[src/hdl/upf_pkg.sv]
// Types, constants and the byte-wide CRC-16 function for the packet framer.
// No dependencies.
package upf_pkg;

	localparam int unsigned BURST_MAX = 7;
	localparam int unsigned CNT_W     = 3;

	localparam logic [15:0] CRC_INIT       = 16'hFFFF;
	localparam logic [15:0] CRC_POLY       = 16'h1021;
	localparam logic [8:0]  FRAME_OVERHEAD = 9'd6;
	localparam logic [7:0]  LEN_BIAS       = 8'd2;

	typedef enum logic [1:0] {
		REG_START_BYTE = 2'd0,
		REG_VERSION    = 2'd1,
		REG_MAX_FRAME  = 2'd2
	} reg_idx_t;

	typedef struct packed {
		logic [7:0] out_byte;
		logic       frame_end;
		logic       rejected;
	} result_t;

	// Results of one item, entry 0 goes out first.
	typedef struct packed {
		result_t [BURST_MAX-1:0] ent;
		logic [CNT_W-1:0]        cnt;
	} burst_t;

	function automatic result_t mk_result(input logic [7:0] b, input logic fe,
			input logic rj);
		result_t r;
		r.out_byte  = b;
		r.frame_end = fe;
		r.rejected  = rj;
		return r;
	endfunction

	// CRC-16, MSB first, one byte per call.
	function automatic logic [15:0] crc_feed(input logic [15:0] crc, input logic [7:0] b);
		logic [15:0] c;
		c = crc ^ {b, 8'h00};
		for (int i = 0; i < 8; i++) begin
			c = c[15] ? ({c[14:0], 1'b0} ^ CRC_POLY) : {c[14:0], 1'b0};
		end
		return c;
	endfunction

endpackage

[src/hdl/upf_ifs.sv]
// Valid/ready channel interfaces for framer input items and result bytes.
// No dependencies.
interface upf_in_if;
	logic       valid;
	logic       ready;
	logic [7:0] data_byte;
	logic [7:0] payload_length;
	logic [7:0] packet_type;

	modport source(output valid, output data_byte, output payload_length,
		output packet_type, input ready);
	modport sink(input valid, input data_byte, input payload_length,
		input packet_type, output ready);
endinterface

interface upf_out_if;
	logic       valid;
	logic       ready;
	logic [7:0] out_byte;
	logic       frame_end;
	logic       rejected;

	modport source(output valid, output out_byte, output frame_end, output rejected,
		input ready);
	modport sink(input valid, input out_byte, input frame_end, input rejected,
		output ready);
endinterface

[src/hdl/upf_emit.sv]
// Result buffer: holds the results of one item and sends one per transfer.
// Depends on upf_pkg and upf_out_if.
module upf_emit (
	input  logic              clk,
	input  logic              arst_n,
	input  logic              load,
	input  upf_pkg::burst_t   load_burst,
	output logic              can_load,
	upf_out_if.source         framed
);

	upf_pkg::result_t [upf_pkg::BURST_MAX-1:0] ent_q;
	logic [upf_pkg::CNT_W-1:0]                 cnt_q;
	logic                                      fire;

	assign fire     = framed.valid && framed.ready;
	// Refill when empty, or when the last entry leaves this cycle.
	assign can_load = (cnt_q == '0) ||
		((cnt_q == upf_pkg::CNT_W'(1)) && framed.ready);

	always_ff @(posedge clk or negedge arst_n) begin
		if (!arst_n) begin
			cnt_q <= '0;
		end else if (load) begin
			cnt_q <= load_burst.cnt;
		end else if (fire) begin
			cnt_q <= cnt_q - upf_pkg::CNT_W'(1);
		end
	end

	always_ff @(posedge clk) begin
		if (load) begin
			ent_q <= load_burst.ent;
		end else if (fire) begin
			for (int i = 0; i < upf_pkg::BURST_MAX - 1; i++) begin
				ent_q[i] <= ent_q[i+1];
			end
		end
	end

	assign framed.valid     = (cnt_q != '0);
	assign framed.out_byte  = ent_q[0].out_byte;
	assign framed.frame_end = ent_q[0].frame_end;
	assign framed.rejected  = ent_q[0].rejected;

endmodule

[src/hdl/uart_packet_framer_crc16_core.sv]
// Packet framer with CRC-16: input register, single-pass frame builder, result buffer.
// The first result of an item passes the input register and is then loaded into the result buffer when it can load.
// Payload items and dropped items go at one per cycle while the result buffer can load; an item
// with n results holds the input until all n have transferred (first item 5 to 7, or 1 when
// rejected; last payload item 3), set by the one-byte-per-transfer result buffer.
// Reset clears channel state, the packet state (CRC to 0xFFFF) and config to defaults.
module uart_packet_framer_crc16_core (
	input  logic       clk,
	input  logic       arst_n,
	input  logic       cfg_wr_en,
	input  logic [1:0] cfg_index,
	input  logic [8:0] cfg_data,
	upf_in_if.sink     payload,
	upf_out_if.source  framed
);

	// configuration
	logic [7:0] start_q;
	logic [7:0] version_q;
	logic [8:0] max_frame_q;

	always_ff @(posedge clk or negedge arst_n) begin
		if (!arst_n) begin
			start_q     <= 8'd0;
			version_q   <= 8'd0;
			max_frame_q <= 9'd64;
		end else if (cfg_wr_en) begin
			case (upf_pkg::reg_idx_t'(cfg_index))
				upf_pkg::REG_START_BYTE: start_q     <= cfg_data[7:0];
				upf_pkg::REG_VERSION:    version_q   <= cfg_data[7:0];
				upf_pkg::REG_MAX_FRAME:  max_frame_q <= cfg_data;
				default: ;
			endcase
		end
	end

	// input register
	logic        v_s1;
	logic [7:0]  data_s1;
	logic [7:0]  len_s1;
	logic [7:0]  type_s1;
	logic [15:0] hdr_crc_s1;
	logic        over_s1;
	logic        adv;
	logic        can_load;
	logic        in_fire;
	logic [7:0]  in_lbyte;

	assign adv           = v_s1 && can_load;
	assign payload.ready = !v_s1 || can_load;
	assign in_fire       = payload.valid && payload.ready;
	assign in_lbyte      = payload.payload_length + upf_pkg::LEN_BIAS;

	always_ff @(posedge clk or negedge arst_n) begin
		if (!arst_n) begin
			v_s1 <= 1'b0;
		end else if (in_fire) begin
			v_s1 <= 1'b1;
		end else if (adv) begin
			v_s1 <= 1'b0;
		end
	end

	// Length and type CRC are only used on a first item; computed for every item.
	always_ff @(posedge clk) begin
		if (in_fire) begin
			data_s1    <= payload.data_byte;
			len_s1     <= payload.payload_length;
			type_s1    <= payload.packet_type;
			hdr_crc_s1 <= upf_pkg::crc_feed(upf_pkg::crc_feed(upf_pkg::CRC_INIT, in_lbyte),
				payload.packet_type);
			over_s1    <= ({1'b0, payload.payload_length} + upf_pkg::FRAME_OVERHEAD)
				> max_frame_q;
		end
	end

	// packet state
	logic [7:0]  bl_q, bl_n, bl_dec, lbyte_s1;
	logic [15:0] crc_q, crc_n, crc4, crc5, crc_mid;
	logic        disc_q, disc_n;
	upf_pkg::burst_t nb;

	assign bl_dec   = bl_q - 8'd1;
	assign lbyte_s1 = len_s1 + upf_pkg::LEN_BIAS;
	assign crc4     = upf_pkg::crc_feed(hdr_crc_s1, version_q);
	assign crc5     = upf_pkg::crc_feed(crc4, data_s1);
	assign crc_mid  = upf_pkg::crc_feed(crc_q, data_s1);

	always_comb begin
		nb     = '0;
		bl_n   = bl_q;
		crc_n  = crc_q;
		disc_n = disc_q;
		if (bl_q != 8'd0) begin
			bl_n = bl_dec;
			if (disc_q) begin
				if (bl_dec == 8'd0) begin
					disc_n = 1'b0;
				end
			end else begin
				nb.ent[0] = upf_pkg::mk_result(data_s1, 1'b0, 1'b0);
				if (bl_dec == 8'd0) begin
					nb.ent[1] = upf_pkg::mk_result(crc_mid[7:0], 1'b0, 1'b0);
					nb.ent[2] = upf_pkg::mk_result(crc_mid[15:8], 1'b1, 1'b0);
					nb.cnt    = upf_pkg::CNT_W'(3);
					crc_n     = upf_pkg::CRC_INIT;
				end else begin
					nb.cnt = upf_pkg::CNT_W'(1);
					crc_n  = crc_mid;
				end
			end
		end else if (over_s1) begin
			// oversized: the first item stands for payload byte one
			nb.ent[0] = upf_pkg::mk_result(8'h00, 1'b1, 1'b1);
			nb.cnt    = upf_pkg::CNT_W'(1);
			crc_n     = upf_pkg::CRC_INIT;
			if (len_s1 > 8'd1) begin
				bl_n   = len_s1 - 8'd1;
				disc_n = 1'b1;
			end else begin
				disc_n = 1'b0;
			end
		end else begin
			disc_n    = 1'b0;
			nb.ent[0] = upf_pkg::mk_result(start_q, 1'b0, 1'b0);
			nb.ent[1] = upf_pkg::mk_result(lbyte_s1, 1'b0, 1'b0);
			nb.ent[2] = upf_pkg::mk_result(type_s1, 1'b0, 1'b0);
			nb.ent[3] = upf_pkg::mk_result(version_q, 1'b0, 1'b0);
			if (len_s1 == 8'd0) begin
				nb.ent[4] = upf_pkg::mk_result(crc4[7:0], 1'b0, 1'b0);
				nb.ent[5] = upf_pkg::mk_result(crc4[15:8], 1'b1, 1'b0);
				nb.cnt    = upf_pkg::CNT_W'(6);
				crc_n     = upf_pkg::CRC_INIT;
			end else begin
				nb.ent[4] = upf_pkg::mk_result(data_s1, 1'b0, 1'b0);
				if (len_s1 == 8'd1) begin
					nb.ent[5] = upf_pkg::mk_result(crc5[7:0], 1'b0, 1'b0);
					nb.ent[6] = upf_pkg::mk_result(crc5[15:8], 1'b1, 1'b0);
					nb.cnt    = upf_pkg::CNT_W'(7);
					crc_n     = upf_pkg::CRC_INIT;
				end else begin
					nb.cnt = upf_pkg::CNT_W'(5);
					bl_n   = len_s1 - 8'd1;
					crc_n  = crc5;
				end
			end
		end
	end

	always_ff @(posedge clk or negedge arst_n) begin
		if (!arst_n) begin
			bl_q   <= 8'd0;
			crc_q  <= upf_pkg::CRC_INIT;
			disc_q <= 1'b0;
		end else if (adv) begin
			bl_q   <= bl_n;
			crc_q  <= crc_n;
			disc_q <= disc_n;
		end
	end

	upf_emit u_emit (
		.clk        (clk),
		.arst_n     (arst_n),
		.load       (adv),
		.load_burst (nb),
		.can_load   (can_load),
		.framed     (framed)
	);

endmodule

[src/flat_wrapper.sv]
// flat-port wrapper written by rule: the top's interface ports become plain ports
module uart_packet_framer_crc16_core_flat 
  (clk, arst_n, cfg_wr_en, cfg_index, cfg_data, payload_valid, payload_data_byte, payload_payload_length, payload_packet_type, payload_ready, framed_valid, framed_out_byte, framed_frame_end, framed_rejected, framed_ready);
  upf_in_if payload_i ();
  upf_out_if framed_i ();
  input  logic clk;
  input  logic arst_n;
  input  logic cfg_wr_en;
  input  logic [1:0] cfg_index;
  input  logic [8:0] cfg_data;
  input wire logic [$bits(payload_i.valid)-1:0] payload_valid;
  input wire logic [$bits(payload_i.data_byte)-1:0] payload_data_byte;
  input wire logic [$bits(payload_i.payload_length)-1:0] payload_payload_length;
  input wire logic [$bits(payload_i.packet_type)-1:0] payload_packet_type;
  output wire logic [$bits(payload_i.ready)-1:0] payload_ready;
  output wire logic [$bits(framed_i.valid)-1:0] framed_valid;
  output wire logic [$bits(framed_i.out_byte)-1:0] framed_out_byte;
  output wire logic [$bits(framed_i.frame_end)-1:0] framed_frame_end;
  output wire logic [$bits(framed_i.rejected)-1:0] framed_rejected;
  input wire logic [$bits(framed_i.ready)-1:0] framed_ready;
  assign payload_i.valid = payload_valid;
  assign payload_i.data_byte = payload_data_byte;
  assign payload_i.payload_length = payload_payload_length;
  assign payload_i.packet_type = payload_packet_type;
  assign payload_ready = payload_i.ready;
  assign framed_valid = framed_i.valid;
  assign framed_out_byte = framed_i.out_byte;
  assign framed_frame_end = framed_i.frame_end;
  assign framed_rejected = framed_i.rejected;
  assign framed_i.ready = framed_ready;
  uart_packet_framer_crc16_core u_core (.clk(clk), .arst_n(arst_n), .cfg_wr_en(cfg_wr_en), .cfg_index(cfg_index), .cfg_data(cfg_data), .payload(payload_i), .framed(framed_i));
endmodule
[config.mk]
export PLATFORM = sky130hd
export DESIGN_NAME = uart_packet_framer_crc16_core_flat
export DESIGN_NICKNAME = d
export VERILOG_FILES = /design/src/hdl/upf_pkg.sv /design/src/hdl/upf_ifs.sv /design/src/hdl/upf_emit.sv /design/src/hdl/uart_packet_framer_crc16_core.sv /design/src/flat_wrapper.sv
export SDC_FILE = /design/constraint.sdc
export NUM_CORES = 1
export LEC_CHECK = 0
export BUFFER_PORTS_ARGS = -buffer_cell sky130_fd_sc_hd__buf_2
export CAP_MARGIN = 5
export CORE_ASPECT_RATIO = 1.25
export CORE_MARGIN = 2
export CORE_UTILIZATION = 63
export DETAILED_ROUTE_END_ITERATION = 10
export PLACE_DENSITY = 0.94
export SLEW_MARGIN = 20
export SYNTH_ARGS = -nofsm -noshare
export SYNTH_HDL_FRONTEND = slang
export SYNTH_SLANG_ARGS = --single-unit
[constraint.sdc]
create_clock -name clk -period 8.1 [get_ports clk]
set_input_delay 0.405 -clock clk [delete_from_list [all_inputs] [get_ports clk]]
set_output_delay 0.405 -clock clk [all_outputs]
set_load 0.05 [all_outputs]
## After elaboration in Yosys (flattened, before gate mapping)

Cells that the tools add are included.

| storage, ports and cells | value |
|---|---|
| bits in registers | 165 |
| output and inout bits | 12 |
| word-level logic and storage cells | 192 |

| cells by class | value |
|---|---|
| add/subtract/negate cells | 6 |
| $lt $le $gt $ge | 2 |
| equality and inequality tests | 8 |
| multiplexer cells | 73 |
| bitwise logic cells | 46 |
| reduce and logical (&&, ||, !) cells | 22 |

Operators by type and width:

| operator | count |
|---|---|
| $mux W13 | 41 |
| $mux W60 | 2 |
| $not A3 Y3 | 40 |
| $mux W16 | 6 |
| $mux W33 | 2 |
| $xor A16 B16 Y16 | 4 |
| $mux W20 | 3 |
| $mux W50 | 1 |
| $mux W8 | 5 |
| $mux W30 | 1 |
| $add A8 B2 Y8 const B | 2 |
| $logic_not A8 Y1 | 2 |
| $not A16 Y16 | 1 |
| $sub A8 B1 Y8 const B | 2 |
| $add A8 B3 Y9 const B | 1 |
| $gt A9 B9 Y1 | 1 |
| $mux W3 | 3 |
| $eq A8 B1 Y1 const B | 1 |
| $gt A8 B1 Y1 const B | 1 |
| $reduce_and A2 Y1 | 4 |
| $reduce_bool A8 Y1 | 1 |
| $mux W1 | 7 |
| $ne A3 B1 Y1 const B | 2 |
| $logic_and A1 B1 Y1 | 4 |
| other kinds (17) | 20 |

## Depth between registers and ports, before layout

| depth | value |
|---|---|
| word-level depth | 39 |
| depth in mapped cells | 11 |
| mapped depth without buffers | 10 |

## Hierarchy

A second synthesis with hierarchy kept.

| second synthesis, totals | value |
|---|---|
| cells, all modules | 745 |
| area, all modules | 9366.5 µm² |

By module, submodules not included:

| module | instances | cells an instance | area an instance (µm²) | sequential area each (µm²) |
|---|---|---|---|---|
| uart_packet_framer_crc16_core | 1 | 572 | 6244.7 | 2528.7 |
| upf_emit | 1 | 173 | 3121.7 | 2177.1 |

## Least setup slack after synthesis

No wires, ideal clock.

| path | value |
|---|---|
| path kind | flip-flop to flip-flop |
| start point | register u_core.u_emit.cnt_q[0] (netlist bit) |
| end point | register u_core.data_s1[0], enable pin |
| arrival time | 3012 ps |
| data required time | 7698 ps |
| slack | 4686 ps |
| stages on the path, launching flop included | 6 |
| clock period less this slack | 3414 ps |
| path through | dfrtp_1 > inv_1 > ha_1 > a21oi_1 > o21ai_0 > and2_1 |

| between the ends | value |
|---|---|
| longest elaborated chain between the ends | 5 |
| elaborated cells on any way between the ends | 6 |
| classes of those cells | eq/ne (1); reduce/logical (5) |

Ends and longest elaborated chain:

| what | line | source |
|---|---|---|
| start: declaration | upf_emit.sv:13 | `logic [upf_pkg::CNT_W-1:0] cnt_q;` |
| start signal: assignment | upf_emit.sv:25 | `cnt_q <= load_burst.cnt;` |
| start signal: assignment | upf_emit.sv:27 | `cnt_q <= cnt_q - upf_pkg::CNT_W'(1);` |
| $eq A3 B1 Y1 | upf_emit.sv:19 | `((cnt_q == upf_pkg::CNT_W'(1)) && framed.ready);` |
| $logic_and A1 B1 Y1 | upf_emit.sv:19 |  |
| $logic_or A1 B1 Y1 (*) | upf_emit.sv:18 | `assign can_load = (cnt_q == '0) \|\|` |
| $logic_or A1 B1 Y1 (*) | uart_packet_framer_crc16_core.sv:50 | `assign payload.ready = !v_s1 \|\| can_load;` |
| via payload_ready | flat_wrapper.sv:15 | `output wire logic [$bits(payload_i.ready)-1:0] payload_ready;` |
| $logic_and A1 B1 Y1 (*) | uart_packet_framer_crc16_core.sv:51 | `assign in_fire = payload.valid && payload.ready;` |
| via u_core.in_fire | uart_packet_framer_crc16_core.sv:46 | `logic in_fire;` |
| end signal: assignment | uart_packet_framer_crc16_core.sv:67 | `data_s1 <= payload.data_byte;` |
| end: declaration | uart_packet_framer_crc16_core.sv:39 | `logic [7:0] data_s1;` |

The timed path passes the listed nets; every way through them passes the cells marked *.
A chain may end at the register's enable or synchronous reset.

## Worst setup path after layout

| path | value |
|---|---|
| start point | register u_core.bl_q[0] |
| end point | register u_core.crc_q[15] |

| between the ends | value |
|---|---|
| longest elaborated chain between the ends | 5 |
| elaborated cells on any way between the ends | 8 |
| classes of those cells | add/sub (1); eq/ne (1); mux (3); reduce/logical (3) |

Ends and longest elaborated chain:

| what | line | source |
|---|---|---|
| start: declaration | uart_packet_framer_crc16_core.sv:78 | `logic [7:0] bl_q, bl_n, bl_dec, lbyte_s1;` |
| start signal: assignment | uart_packet_framer_crc16_core.sv:156 | `bl_q <= bl_n;` |
| $sub A8 B1 Y8 | uart_packet_framer_crc16_core.sv:83 | `assign bl_dec = bl_q - 8'd1;` |
| $logic_not A8 Y1 | uart_packet_framer_crc16_core.sv:102 | `if (bl_dec == 8'd0) begin` |
| $mux W16 | uart_packet_framer_crc16_core.sv:102 |  |
| $mux W16 | uart_packet_framer_crc16_core.sv:96 | `if (disc_q) begin` |
| $mux W16 | uart_packet_framer_crc16_core.sv:94 | `if (bl_q != 8'd0) begin` |
| end signal: assignment | uart_packet_framer_crc16_core.sv:153 | `crc_q <= upf_pkg::CRC_INIT;` |
| end signal: assignment | uart_packet_framer_crc16_core.sv:157 | `crc_q <= crc_n;` |
| end: declaration | uart_packet_framer_crc16_core.sv:79 | `logic [15:0] crc_q, crc_n, crc4, crc5, crc_mid;` |

Parallel ways exist; a longest one is shown, timed or not. The select of a mux whose other input is x is not followed.

==> flow_summary.toml <==
[power]
power_frac_seq_pct = 36.1
ir_drop_v = 0.000226
switchingPower_mw = 1.73
p_int_mw = 2.49
power_density_mw_per_mm2 = 449
switching_share_pct = 41.0
p_leak_nw = 3.81
p_comb_share_pct = 45.5
clockPowerShare_pct = 18.4

[yosys]
ys.warnings.count = 0
synth.avg_cell_area_sq_um = 12.2
synth_flop_cell = "edfxtp_1"
yosys-top-cells-area = "edfxtp_1 37%, dfrtp_1 11%, xnor2_1 7.5%"
netlist_instances = 696
synth_area_leader_cell = "edfxtp_1"
synthArstFlopShare_pct = 34.0
ys_seq_elements = 159
synth_top_area_share_pct = 37.1
netlist_area_sq_mm = 0.00849
ys_seq_area_share_pct = 53.3
synth_edf_count = 105
synth_nets = 757
ys_types = 61

[floorplanning]
num_rows = 47
die_x_um = 108
start_util_pct = 64.2
die_area_sq_mm = 0.0144
die_y_um = 134
core-area_sq_mm = 0.0132
io_pins = 52

[clock_network]
cts-root-buf = "clkbuf_16"
post_cts_buffers = 0
tritoncts = "built"
cts_buffer_depth = 2
clock_latency_ns = 0.43
cts_inserted_buffers = 17
clk_pin_slew_worst_paths_ns = 0.07
hold_buffers = 0
cts_resized = 0
h-tree-depth = 4
cts.sinks = 159

[sta]
period_share_pct = 37.1
layout_min_cycle_time_ns = 3.00
fin_tns_setup_ns = 0
worst_pin_slew_ns = 1.07
drv_slew = 0
fin_skew_ns = 0.00872
holdWs_ns = 0.106
setup_viol = 0
relSlewSlack_pct = 27.8
rsz0062_at_grt = "no"
hold_viol = 0
max_freq_ghz = 0.333

[critical_path]
cp.arrival_ns = 3.37
critPathMaxFanout = 33
crit_path_top_delay_cell = "a21o_1"
cp.required_ns = 8.47
worstSetupPathType = "reg2reg"
crit_family = "compound AO/OA/AOI/OAI gates"
max_stage_delay_ns = 0.56
cp-start-kind = "register"
crit_chain = "inv_1 -> ha_1 -> nor3b_2 -> nand2_1 -> or2_2 -> a21o_1 -> a221oi_1 -> a21o_1"
crit_top_cell = "a21o_1"
critPathBufInv = 1
cp-end-kind = "register"

[route]
antenna_left = 0
post-route-drc-count = 0
drt_pass1_iterations = 6
via_per_inst = 6.46
drtIter0Drc = 744
avgRoutedWirePerCell_um = 22.5
vias = 5911
wirelength_mm = 20.6

[layout]
nNetsFinal = 792
final_cell_mix = "105 x edfxtp_1, 73 x xnor2_1, 51 x buf_2"
area_growth_pct = 11.0
diodes = 0
final_common_cell = "edfxtp_1"
drive_gt1_share_pct = 20.6

[hold_path]
hold_class = "in2async"

[global_route]
grt_pass1_wl_mm = 32.2
grt_max_degree = 70
grt_overflow = 0
grt_antenna_before_repair = 0
grt.total_usage_pct = 30.3
grt_pass1_vias = 5836

[placed_design]
port_buffers = 51
place_hpwl_mm = 14.6
gp_congestion = 0.983

[outcome]
status = "completed"

[flow_run]
max_cap_violations = 0
-- flip-flops by register name, indices dropped and copies added (netlist names) --
signal / cells
u_core.u_emit.cnt_q: 3
u_core.version_q: 8
u_core.type_s1: 8
u_core.hdr_crc_s1: 16
u_core.u_emit.ent_q: 54
u_core.len_s1: 8
u_core.disc_q: 1
u_core.bl_q: 8
u_core.start_q: 8
u_core.data_s1: 8
u_core.over_s1: 1
u_core.crc_q: 16
u_core.u_emit.framed.rejected: 1
u_core.v_s1: 1
u_core.u_emit.framed.out_byte: 8
u_core.u_emit.framed.frame_end: 1
u_core.max_frame_q: 9
-- worst reg2reg max path, delay by kind of cell (launching register included) --
| family | cells | cell delay, ns |
|---|---|---|
| adder cells (fa/ha/maj) | 1 | 0.17 |
| AO/OA/AOI/OAI | 3 | 1.24 |
| AND/OR/NAND/NOR | 3 | 1.04 |
| flip-flops | 1 | 0.43 |
| buffers and inverters | 1 | 0.08 |
-- final timing paths --
check | slack, ns | cells after the start | end | startpoint
max | 5.10 | 8 | u_core.crc_q[15] | u_core.bl_q[0]
min in group clk | 0.15 | 1 | u_core.data_s1[4] | payload_data_byte[4]
max reg2reg | 5.10 | 8 | u_core.crc_q[15] | u_core.bl_q[0]
max in group asynchronous | 7.47 | 2 | u_core.disc_q | arst_n
min | 0.11 | 2 | u_core.max_frame_q[1] | arst_n
min reg2reg | 0.48 | 2 | u_core.crc_q[6] | u_core.crc_q[6]
-- power groups by stage --
| stage | sequential [mW] | clock (mW) | combinational (mW) |
|---|---|---|---|
| global route | 1.55 | 0.811 | 2.06 |
| floorplan | 1.45 | 0 | 1.48 |
| global placement | 1.51 | 0 | 1.80 |
| CTS | 1.52 | 0.780 | 1.89 |
| detailed placement | 1.52 | 0 | 1.86 |
| finish | 1.53 | 0.776 | 1.92 |
-- metal layers --
metal	GRT usage, %	vias up	share of wire [%]
met2	49.4	353	50
li1	-	2587	-
met3	6.66	73	9.0
met4	15.2	0	5.3
met1	38.2	2898	36
met5	0	-	0
-- metrics by stage --
stage          cell area (sq um)  util, %  instances  power, mW  setup slack (ns)
2_1_floorplan               8490        -        696       2.93              4.69
3_3_place_gp                8830     66.7        883       3.30              5.35
3_5_place_dp                8830     66.7        883       3.38              5.21
4_1_cts                     9410     71.1        915       4.19              5.18
5_1_grt                     9420     71.2        915       4.42              4.92
6_report                    9420     71.2        915       4.23              5.10
-- area by class of cell --
type                            instances  area, sq um
Sequential cell                       159         4530
Fill cell                             901         3810
Multi-Input combinational cell        456         3660
Clock buffer                           20          479
Timing Repair Buffer                   55          285
Tap cell                              171          214
Inverter                               42          160
Clock inverter                         12         96.3
-- cell families (layout without fill, tap and decap cells) --
| logic type | Yosys count | in the layout | share of synthesized area, % |
|---|---|---|---|
| buffers and inverters | 81 | 129 | 3.98 |
| flip-flops | 159 | 159 | 53.3 |
| adder cells (fa/ha/maj) | 21 | 21 | 3.10 |
| XOR/XNOR | 135 | 135 | 16.3 |
| AO/OA/AOI/OAI | 149 | 149 | 12.4 |
| AND/OR/NAND/NOR | 123 | 123 | 7.28 |
| multiplexers | 28 | 28 | 3.67 |
-- Yosys cell counts (all sizes together), types with 8 or more instances --
cell type / instances
edfxtp: 105
xnor2: 79
xor2: 46
o21ai: 44
inv: 42
nand2: 39
dfrtp: 37
clkbuf: 28
nor2: 26
mux2: 25
ha: 21
dfstp: 17
a21oi: 16
a222oi: 16
a21o: 14
nand3: 14
a22o: 13
a22oi: 12
buf: 11
nor3: 11
xnor3: 10
a221oi: 8
No activity file was read; power rests on OpenSTA's default activity.
